## src/hdl/look_elevator_controller_top_defines.svh

```systemverilog
// assertion macros for the look elevator controller
`ifndef LOOK_ELEVATOR_CONTROLLER_TOP_DEFINES_SVH
`define LOOK_ELEVATOR_CONTROLLER_TOP_DEFINES_SVH

// same-cycle implication, checked outside reset
`define LEC_ASSERT_NOW(label, clk, rst_n, ante, cons, msg) \
    label: assert property (@(posedge clk) disable iff (!rst_n) (ante) |-> (cons)) \
        else $error(msg);

// next-cycle implication, checked outside reset
`define LEC_ASSERT_NEXT(label, clk, rst_n, ante, cons, msg) \
    label: assert property (@(posedge clk) disable iff (!rst_n) (ante) |=> (cons)) \
        else $error(msg);

`endif

```

## src/hdl/lec_pkg.sv

```systemverilog
// types and constants shared by the look elevator controller
`default_nettype none

package lec_pkg;

    // door ramp phases, codes match the door_state field
    typedef enum logic [1:0] {
        PH_CLOSED  = 2'd0,
        PH_OPENING = 2'd1,
        PH_OPEN    = 2'd2,
        PH_CLOSING = 2'd3
    } door_phase_t;

    // configuration register indexes
    localparam logic [1:0] CFG_TRAVEL_IDX = 2'd0;
    localparam logic [1:0] CFG_DOOR_IDX   = 2'd1;
    localparam logic [1:0] CFG_HOLD_IDX   = 2'd2;

    // register reset values
    localparam logic [11:0] TRAVEL_RESET = 12'd250;
    localparam logic [11:0] DOOR_RESET   = 12'd1000;
    localparam logic [15:0] HOLD_RESET   = 16'd375;

    typedef struct packed {
        logic       call_valid;
        logic [2:0] call_floor;
        logic       open_press;
        logic       close_press;
    } in_word_t;

    typedef struct packed {
        logic [2:0]  floor_now;
        logic        car_moving;
        logic        going_up;
        logic [1:0]  door_state;
        logic [11:0] door_level;
        logic [14:0] car_level;
        logic [7:0]  pending;
        logic        arrived;
    } out_word_t;

endpackage

`default_nettype wire

```

## src/hdl/look_elevator_controller_top.sv

```systemverilog
// look elevator controller: tick-driven car, door ramp and look scheduling
//
// usage
//   s_ channel: one word per tick carrying a floor call and the open and
//   close buttons. m_ channel: one result word per input word, giving the
//   car floor, motion, scan direction, door phase and level, car height,
//   pending request mask and an arrival flag.
//   cfg port: cfg_wen writes cfg_wdata into register cfg_idx
//   (0 travel_ticks, 1 door_ticks, 2 hold_ticks, 3 ignored); write only
//   while no word is in flight.
// timing
//   a word sits in the input register, the whole tick update runs
//   combinationally between that register and the result register:
//   the s_ word passes the input register, then the result register,
//   before m_valid rises; throughput one word per cycle while m_ready is high.
//   the critical path is the 3x12 target multiply, the car position
//   compare and the look priority encode.
// reset
//   aresetn (synchronous, active low) empties both stages, holds s_ready
//   low, restores the register defaults and parks the car at its home
//   floor, doors closed.
// stalls
//   when m_ready is low the result word holds, and one more input word is
//   still taken into the input register before s_ready drops.
`default_nettype none

`include "look_elevator_controller_top_defines.svh"

module look_elevator_controller_top #(
    parameter int FLOORS = 8
) (
    input  wire logic              aclk,
    input  wire logic              aresetn,
    // input words
    input  wire logic              s_valid,
    output logic                   s_ready,
    input  wire lec_pkg::in_word_t s_word,
    // result words
    output logic                   m_valid,
    input  wire logic              m_ready,
    output lec_pkg::out_word_t     m_word,
    // configuration writes
    input  wire logic              cfg_wen,
    input  wire logic [1:0]        cfg_idx,
    input  wire logic [15:0]       cfg_wdata
);

    import lec_pkg::*;

    // build constants derived from the floor count
    localparam int          HOME_FLOOR = (FLOORS > 2) ? 2 : FLOORS - 1;
    localparam logic [2:0]  HOME_IDX   = 3'(HOME_FLOOR);
    localparam logic [14:0] HOME_POS   = 15'(HOME_FLOOR * 250);
    localparam logic [7:0]  FLOOR_MASK = 8'((1 << FLOORS) - 1);
    localparam logic [3:0]  FLOOR_CNT  = 4'(FLOORS);

    // configuration
    logic [11:0] travel_ticks_reg;
    logic [11:0] door_ticks_reg;
    logic [15:0] hold_ticks_reg;

    // pipeline control and payload
    logic        in_valid_reg;
    in_word_t    in_word_reg;
    logic        out_valid_reg;
    out_word_t   out_word_reg;
    logic        advance;

    // controller state
    logic [7:0]  req_reg,   req_next;
    logic [2:0]  floor_reg, floor_next;
    logic        dir_reg,   dir_next;
    logic        moving_reg, moving_next;
    logic [14:0] pos_reg,   pos_next;
    logic [11:0] door_pos_reg, door_pos_next;
    door_phase_t phase_reg, phase_next;
    logic [15:0] hold_reg,  hold_next;
    logic        ext_reg,   ext_next;
    logic        arrived_next;

    // datapath helpers
    logic [11:0] travel_eff;
    logic [11:0] door_eff;
    logic [14:0] target;
    logic [12:0] door_sum;
    logic [7:0]  above_mask;
    logic [7:0]  below_mask;
    logic [7:0]  above_req;
    logic [7:0]  below_req;

    // lowest set bit index
    function automatic logic [2:0] lowest_set(input logic [7:0] v);
        logic [2:0] idx;
        idx = 3'd0;
        for (int i = 7; i >= 0; i--) begin
            if (v[i]) begin
                idx = 3'(i);
            end
        end
        return idx;
    endfunction

    // highest set bit index
    function automatic logic [2:0] highest_set(input logic [7:0] v);
        logic [2:0] idx;
        idx = 3'd0;
        for (int i = 0; i < 8; i++) begin
            if (v[i]) begin
                idx = 3'(i);
            end
        end
        return idx;
    endfunction

    // a stage moves forward when it holds a word and the result slot frees up
    assign advance = in_valid_reg && (!out_valid_reg || m_ready);
    assign s_ready = aresetn && (!in_valid_reg || advance);
    assign m_valid = out_valid_reg;
    assign m_word  = out_word_reg;

    // zero register values act as one
    assign travel_eff = (travel_ticks_reg == 12'd0) ? 12'd1 : travel_ticks_reg;
    assign door_eff   = (door_ticks_reg == 12'd0) ? 12'd1 : door_ticks_reg;

    // car height of the target floor
    assign target = 15'(floor_reg) * 15'(travel_eff);

    // floors above and below the current one
    always_comb begin
        for (int i = 0; i < 8; i++) begin
            above_mask[i] = (3'(i) > floor_reg);
            below_mask[i] = (3'(i) < floor_reg);
        end
    end

    // one tick of the controller
    always_comb begin
        req_next      = req_reg;
        floor_next    = floor_reg;
        dir_next      = dir_reg;
        moving_next   = moving_reg;
        pos_next      = pos_reg;
        door_pos_next = door_pos_reg;
        phase_next    = phase_reg;
        hold_next     = hold_reg;
        ext_next      = ext_reg;
        arrived_next  = 1'b0;
        door_sum      = {1'b0, door_pos_reg} + 13'd1;

        // car motion and arrival
        if (moving_reg) begin
            if (pos_reg == target) begin
                moving_next          = 1'b0;
                arrived_next         = 1'b1;
                req_next[floor_reg]  = 1'b0;
                phase_next           = PH_OPENING;
            end else if (pos_reg < target) begin
                pos_next = pos_reg + 15'd1;
            end else begin
                pos_next = pos_reg - 15'd1;
            end
        end

        // door ramp
        if (phase_next == PH_OPENING) begin
            if (door_sum >= {1'b0, door_eff}) begin
                door_pos_next = door_eff;
                phase_next    = PH_OPEN;
                hold_next     = 16'd0;
                ext_next      = 1'b0;
            end else begin
                door_pos_next = door_sum[11:0];
            end
        end else if (phase_next == PH_CLOSING) begin
            if (door_pos_next != 12'd0) begin
                door_pos_next = door_pos_next - 12'd1;
            end
            if (door_pos_next == 12'd0) begin
                phase_next = PH_CLOSED;
            end
        end

        // automatic close after the hold time
        if (phase_next == PH_OPEN) begin
            if (hold_next >= hold_ticks_reg) begin
                phase_next = PH_CLOSING;
            end else if (hold_next != 16'hFFFF) begin
                hold_next = hold_next + 16'd1;
            end
        end

        // look scheduling, reverse when nothing lies ahead
        above_req = req_next & above_mask;
        below_req = req_next & below_mask;
        if (!moving_next && phase_next == PH_CLOSED) begin
            if (dir_reg) begin
                if (above_req != 8'd0) begin
                    floor_next  = lowest_set(above_req);
                    moving_next = 1'b1;
                end else begin
                    dir_next = 1'b0;
                    if (below_req != 8'd0) begin
                        floor_next  = highest_set(below_req);
                        moving_next = 1'b1;
                    end
                end
            end else begin
                if (below_req != 8'd0) begin
                    floor_next  = highest_set(below_req);
                    moving_next = 1'b1;
                end else begin
                    dir_next = 1'b1;
                    if (above_req != 8'd0) begin
                        floor_next  = lowest_set(above_req);
                        moving_next = 1'b1;
                    end
                end
            end
        end

        // floor call, then open, then close
        if (in_word_reg.call_valid && ({1'b0, in_word_reg.call_floor} < FLOOR_CNT)) begin
            req_next[in_word_reg.call_floor] = 1'b1;
        end
        if (in_word_reg.open_press && phase_next == PH_OPEN && !ext_next) begin
            hold_next = 16'd0;
            ext_next  = 1'b1;
        end
        if (in_word_reg.close_press && phase_next == PH_OPEN) begin
            phase_next = PH_CLOSING;
        end

        req_next = req_next & FLOOR_MASK;
    end

    // configuration registers
    always_ff @(posedge aclk) begin
        if (!aresetn) begin
            travel_ticks_reg <= TRAVEL_RESET;
            door_ticks_reg   <= DOOR_RESET;
            hold_ticks_reg   <= HOLD_RESET;
        end else if (cfg_wen) begin
            unique case (cfg_idx)
                CFG_TRAVEL_IDX: travel_ticks_reg <= cfg_wdata[11:0];
                CFG_DOOR_IDX:   door_ticks_reg   <= cfg_wdata[11:0];
                CFG_HOLD_IDX:   hold_ticks_reg   <= cfg_wdata;
                default: ;
            endcase
        end
    end

    // pipeline valid flags
    always_ff @(posedge aclk) begin
        if (!aresetn) begin
            in_valid_reg  <= 1'b0;
            out_valid_reg <= 1'b0;
        end else begin
            if (s_valid && s_ready) begin
                in_valid_reg <= 1'b1;
            end else if (advance) begin
                in_valid_reg <= 1'b0;
            end
            if (advance) begin
                out_valid_reg <= 1'b1;
            end else if (m_ready) begin
                out_valid_reg <= 1'b0;
            end
        end
    end

    // payload registers
    always_ff @(posedge aclk) begin
        if (s_valid && s_ready) begin
            in_word_reg <= s_word;
        end
        if (advance) begin
            out_word_reg.floor_now  <= floor_next;
            out_word_reg.car_moving <= moving_next;
            out_word_reg.going_up   <= dir_next;
            out_word_reg.door_state <= 2'(phase_next);
            out_word_reg.door_level <= door_pos_next;
            out_word_reg.car_level  <= pos_next;
            out_word_reg.pending    <= req_next;
            out_word_reg.arrived    <= arrived_next;
        end
    end

    // controller state, one tick per forwarded word
    always_ff @(posedge aclk) begin
        if (!aresetn) begin
            req_reg      <= 8'd0;
            floor_reg    <= HOME_IDX;
            dir_reg      <= 1'b1;
            moving_reg   <= 1'b0;
            pos_reg      <= HOME_POS;
            door_pos_reg <= 12'd0;
            phase_reg    <= PH_CLOSED;
            hold_reg     <= 16'd0;
            ext_reg      <= 1'b0;
        end else if (advance) begin
            req_reg      <= req_next;
            floor_reg    <= floor_next;
            dir_reg      <= dir_next;
            moving_reg   <= moving_next;
            pos_reg      <= pos_next;
            door_pos_reg <= door_pos_next;
            phase_reg    <= phase_next;
            hold_reg     <= hold_next;
            ext_reg      <= ext_next;
        end
    end

    // the car never travels with the doors anywhere but shut
    `LEC_ASSERT_NOW(a_move_doors_shut, aclk, aresetn, moving_reg,
                    phase_reg == PH_CLOSED, "car moving with doors not closed")
    // an arrival word never reports the car still in motion
    `LEC_ASSERT_NOW(a_arrive_stopped, aclk, aresetn, out_valid_reg && out_word_reg.arrived,
                    !out_word_reg.car_moving, "arrival reported while moving")
    // a forwarded word always lands in the result slot
    `LEC_ASSERT_NEXT(a_advance_fills, aclk, aresetn, advance, out_valid_reg,
                     "result slot empty after advance")

endmodule

`default_nettype wire
```

## config.mk

```make
export PLATFORM = sky130hd
export DESIGN_NAME = look_elevator_controller_top
export DESIGN_NICKNAME = d
export VERILOG_FILES = /design/src/hdl/lec_pkg.sv /design/src/hdl/look_elevator_controller_top.sv
export VERILOG_INCLUDE_DIRS = /design/src /design/src/hdl
export SDC_FILE = /design/constraint.sdc
export NUM_CORES = 1
export LEC_CHECK = 0
export BUFFER_PORTS_ARGS = -buffer_cell sky130_fd_sc_hd__buf_2
export CORE_ASPECT_RATIO = 0.9
export CORE_MARGIN = 3
export CORE_UTILIZATION = 55
export CTS_BUF_LIST = sky130_fd_sc_hd__clkbuf_8
export CTS_CLUSTER_DIAMETER = 100
export DETAILED_ROUTE_END_ITERATION = 8
export GPL_TIMING_DRIVEN = 0
export PLACE_DENSITY = 0.71
export SYNTH_ARGS = -nofsm -noshare
export SYNTH_HDL_FRONTEND = slang
export SYNTH_SLANG_ARGS = --single-unit
export TNS_END_PERCENT = 100
```

## constraint.sdc

```tcl
create_clock -name aclk -period 20 [get_ports aclk]
set_input_delay 4 -clock aclk [delete_from_list [all_inputs] [get_ports aclk]]
set_output_delay 4 -clock aclk [all_outputs]
set_load 0.005 [all_outputs]
```

# Word level (Yosys, flattened, before mapping)
# Index checks and enable logic that the tools add are counted.
[classes] addsub=5 n_mul=1 n_lt_le_gt_ge=23 eq_ne=8 mux=74 n_bitwise=5 reduce_logical=28
[ops] op="$mux 12" count=8
[ops] op="$mux 16" count=6
[ops] op="$mux 3" count=20
[ops] op="$mux 15" count=3
[ops] op="$logic_not 12->1" count=3
[ops] op="$and 8x8->8" count=3
[ops] op="$mux 8" count=3
[ops] op="$mux 1" count=23
[ops] op="$mux 2" count=9
[ops] op="$add 16x1->16 const B" count=1
[ops] op="$ge 16x16->1" count=1
[ops] op="$ne 16x16->1 const B" count=1
[ops] op="$reduce_bool 8->1" count=2
[ops] op="$add 15x1->15 const B" count=1
[ops] op="$eq 15x15->1" count=1
[ops] op="$lt 15x15->1" count=1
[ops] op="$mul 3x12->15" count=1
[ops] op="$sub 15x1->15 const B" count=1
[ops] op="$add 12x1->13 const B" count=1
[ops] op="$ge 13x12->1" count=1
[ops] op="$gt 3x3->1 const A" count=4
[ops] op="$lt 3x3->1 const A" count=4
[ops] op="$reduce_bool 12->1" count=1
[ops] op="$sub 12x1->12 const B" count=1
[ops] op="17 further kinds" count=44
[word_totals] ff_bits=150 inputBits=29 output_inout_bits=45 word_cells=170

# Longest topological paths before layout
[logic_depth] depth_word=21 ltp_mapped=37 mapped_depth_nobuf=34

# Worst setup path before layout
# No wires, ideal clock.
[synth_timing] path_type="input -> output" startpoint="in aresetn" endpoint="out s_ready" arrival_ns=4.440 t_required_ns=16.000 setup_slack_ns=11.560 path_stages=3 n_path_buf=1 path_cell_list="inv_1 clkbuf_1 a21oi_1"
[synth_via] elab_chain_len=1
[synth_lines] item="start: declaration" line="look_elevator_controller_top.sv:33" text="input wire logic aresetn,"
[synth_lines] item="$logic_and 1x1->1" line="look_elevator_controller_top.sv:117" text="assign s_ready = aresetn && (!in_valid_reg || advance);"
[synth_lines] item="end: declaration" line="look_elevator_controller_top.sv:36" text="output logic s_ready,"
# No other way between the ends.

# Worst setup path after layout
[layout_timing] startpoint="reg floor_reg[2]" endpoint="reg hold_reg[9]"
[layout_via] elab_chain_len=13 word_cells_on_any_way=26 classes_between="add/sub (1); mul (1); order compare (1); eq/ne (6); mux (14); reduce/logical (3)"
[layout_lines] item="start: declaration" line="look_elevator_controller_top.sv:71" text="logic [2:0] floor_reg, floor_next;"
[layout_lines] item="start signal: assignment" line="look_elevator_controller_top.sv:302" text="floor_reg <= floor_next;"
[layout_lines] item="$mul 3x12->15 *" line="look_elevator_controller_top.sv:126" text="assign target = 15'(floor_reg) * 15'(travel_eff);"
[layout_lines] item="$eq 15x15->1 *" line="look_elevator_controller_top.sv:152" text="if (pos_reg == target) begin"
[layout_lines] item="$mux 2 *" line="look_elevator_controller_top.sv:152"
[layout_lines] item="$mux 2 *" line="look_elevator_controller_top.sv:151" text="if (moving_reg) begin"
[layout_lines] item="$eq 2x1->1 (tied with other cells)" line="look_elevator_controller_top.sv:165" text="if (phase_next == PH_OPENING) begin"
[layout_lines] item="$mux 16 / $mux 2 (equally long branches)" line="look_elevator_controller_top.sv:165, look_elevator_controller_top.sv:174"
[layout_lines] item="$ge 16x16->1 / $mux 2 (equally long branches)" line="look_elevator_controller_top.sv:185, look_elevator_controller_top.sv:165"
[layout_lines] item="$mux 2 / $eq 2x2->1 (equally long branches)" line="look_elevator_controller_top.sv:185, look_elevator_controller_top.sv:184"
[layout_lines] item="$mux 2" line="look_elevator_controller_top.sv:184" text="if (phase_next == PH_OPEN) begin"
[layout_lines] item="$eq 2x2->1" line="look_elevator_controller_top.sv:225" text="if (in_word_reg.open_press && phase_next == PH_OPEN && !ext_next) begin"
[layout_lines] item="$logic_and 1x1->1 (2 in a row)" line="look_elevator_controller_top.sv:225"
[layout_lines] item="$mux 16 *" line="look_elevator_controller_top.sv:225"
[layout_lines] item="end signal: assignment" line="look_elevator_controller_top.sv:308" text="hold_reg <= hold_next;"
[layout_lines] item="end: declaration" line="look_elevator_controller_top.sv:77" text="logic [15:0] hold_reg, hold_next;"
# Mark *: on every way between the ends. The rest lies on a longest branch, timed or not.
# A chain may end at the register's enable or synchronous reset.

==> metrics.txt <==
outcome=finished clean; die area=between 0.015 and 0.02 mm2; cell count after synthesis=approximately 1200; CTS resizes=0; Hold Fails Final Rpt=0; R2R cell count=33; TNS Setup=0 ns; worst-skew pair later-pin latency=roughly 0.47 ns; warnings from Yosys=0; maximum clock path buffer count=2; slowest CP cell=nor3_1; ant diodes=0; FF+latch count, synth=150; Syn Std Cell Area=about 0.01 mm2; first-pass GRT wire length=about 44000 um; worst reg2reg setup slack=approximately 10 ns; Critical Path End Type=register; Final min period=approximately 9.6 ns; Area growth syn-to-layout=10.6%; Slew Limit Fails=0; max FFs per register=between 40 and 50; area leader, netlist=dfxtp_1; Slew @ Worst Pin=about 0.85 ns; hold-fix buffers at CTS=0; Crit path largest cell delay=about 0.68 ns; Post-CTS Setup Inserts=0; vias in the first global route=8465; # rows=between 40 and 50; CP Max Fanout=10; routed vias/inst=slightly below 6; period utilisation layout=0.480; Clock Pin Slew Worst Setup and Hold Paths=around 0.10 ns; final RePlAce weighted congestion=between 0.9 and 1; Starting Density=0.564; total gr overflow=0; core box area=about 0.018 mm2; most common flop cell mapped by yosys=dfxtp_1; initial antenna violation count=0; Port Buffers=73; final WL=27300 um; CP startpoint=floor_reg[2]; share of cells above drive strength 1=0.113; synth top area cells=dfxtp_1 20%, edfxtp_1 15%, ha_1 9.3%; Syn Area/Cell=slightly above 8 um2; post-synthesis sequential area ratio=0.351; total CTS buffers=17; GRT Total Usage=0.276; RSZ-0062 raised after global routing=no; H-tree Lvls=4; io pins=between 70 and 80; vias=9324; Syn Nets=1332; HP Class=reg -> reg; detailed-route DRC error count=0; final core occ=0.623; CTS tree=built; WL per Instance=about 17 um; worst r2r src=floor_reg[2]; 1st-pass router iterations=7; Setup violations, final=0; DIE WIDTH=~150 um; CTS sink count=150; placed cells=roughly 1500; maximum number of pins on one net before global-route repair=40; Max-Cap Viols=0; final hold slack=between 0.4 and 0.5 ns; EDFF count, synth=just under 50; CP startpoint kind=register; VDD IR-drop max=0.0000548 V; FFs w/ async S/R, synth=0; top cell type's share of synthesized area=0.203; Synth cell types=80; r2r endpoint=hold_reg[9]; leakage=about 0.0046 uW; power per cell area=approximately 80 mW/mm2; antenna-violating nets left=0; Final Non-Filler Cells=1563; Die Height=134 um; critical path data required time=around 20 ns; post-DP HPWL=roughly 21000 um; Max Clock Skew=0.0122 ns; CTS Root Cell=clkbuf_8; Peak Freq=approximately 0.10 GHz; Most common cell on crit path=clkbuf_1; Relative slew margins=0.430; drt initial violations=~1000; layout net count=between 1000 and 1500; WP data arrival=around 10 ns; crit path kind=reg -> reg; CP endpoint=hold_reg[9]
==> cells in the final DEF, fill, tap and decap left out, types with 13 or more instances in the layout <==
cell type,Yosys,final
xnor2_1,24,24
mux2i_1,15,15
nor2_1,93,93
edfxtp_1,49,49
a31oi_1,13,13
and3_1,16,16
nand2b_1,14,14
and2_1,21,21
o21ai_0,77,77
nor3_1,32,32
nand4_1,17,17
a21oi_1,84,84
inv_1,79,79
buf_2,7,80
clkbuf_1,54,53
a21o_1,18,18
o22ai_1,16,16
clkbuf_8,0,17
ha_1,74,74
nand3_1,41,41
nand2_1,174,174
dfxtp_1,101,101
o31ai_1,14,14
==> synthesized netlist by cell type (all sizes together) (17+ instances only) <==
master	count
a21o	18
and2	22
ha	74
nand2	175
edfxtp	49
nand3	41
inv	79
dfxtp	101
clkbuf	54
xnor2	24
o21ai	79
nor2	94
a21oi	85
nand4	17
nor3	33
==> critical path: cells and delay by family (launching register included) <==
kind,cells,cell delay (ns)
and+or+nand+nor,10,2.89
adders and majority gates,4,1.51
AOI/OAI and AO/OA,11,2.28
buffers and inverters,6,2.12
DFF,1,0.43
muxes,1,0.18
xor gates and xnor gates,1,0.14
==> how the worst min path moves through the flow <==
stage	startpoint	end	slack (ns)	cells past startpoint
2_1_floorplan	travel_ticks_reg[0]	travel_ticks_reg[0]	0.44	2
3_3_place_gp	hold_ticks_reg[10]	hold_ticks_reg[10]	0.45	2
3_5_place_dp	hold_ticks_reg[10]	hold_ticks_reg[10]	0.45	2
4_1_cts	hold_ticks_reg[10]	hold_ticks_reg[10]	0.46	2
5_1_grt	hold_ticks_reg[9]	hold_ticks_reg[9]	0.49	2
6_report	hold_ticks_reg[9]	hold_ticks_reg[9]	0.46	2
==> cell families (layout without fill, tap and decap cells) <==
group                      after synthesis  count (layout)  synth area share
adders and majority gates               86              86             0.117
DFF                                    150             150             0.351
buffers and inverters                  147             253            0.0570
muxes                                   22              22            0.0230
and+or+nand+nor                        474             474             0.229
AOI/OAI and AO/OA                      305             305             0.194
xor gates and xnor gates                33              33            0.0290
==> layer usage <==
layer,GRT usage,part of all wire
met1,0.417,0.47
met2,0.405,0.43
met3,0.0493,0.082
met4,0.0811,0.020
met5,0,0
==> through the flow <==
stage	total power (uW)	area (um2)	worst slack, ns
5_1_grt	934	11000	9.71
2_1_floorplan	585	9960	11.56
3_5_place_dp	656	10600	10.64
6_report	879	11000	10.40
4_1_cts	877	11000	10.58
3_3_place_gp	651	10600	10.61
==> report_power, final <==
group / switching [uW] / total (uW) / internal (uW)
logic: 182 / 310 / 128
registers: 11.5 / 344 / 333
clock network: 134 / 224 / 90.7
==> layout make-up <==
| type | instances | area [um2] |
|---|---|---|
| plain buffers | 67 | 269 |
| repair buffers | 74 | 385 |
| flip-flops and latches | 150 | 3490 |
| fillers | 1671 | 6660 |
| clock buffers | 17 | 234 |
| well taps | 240 | 300 |
| inverters | 80 | 300 |
| multi-input cells | 920 | 5900 |
| clock inverters | 15 | 134 |
Power figures use the tool's default switching activity.
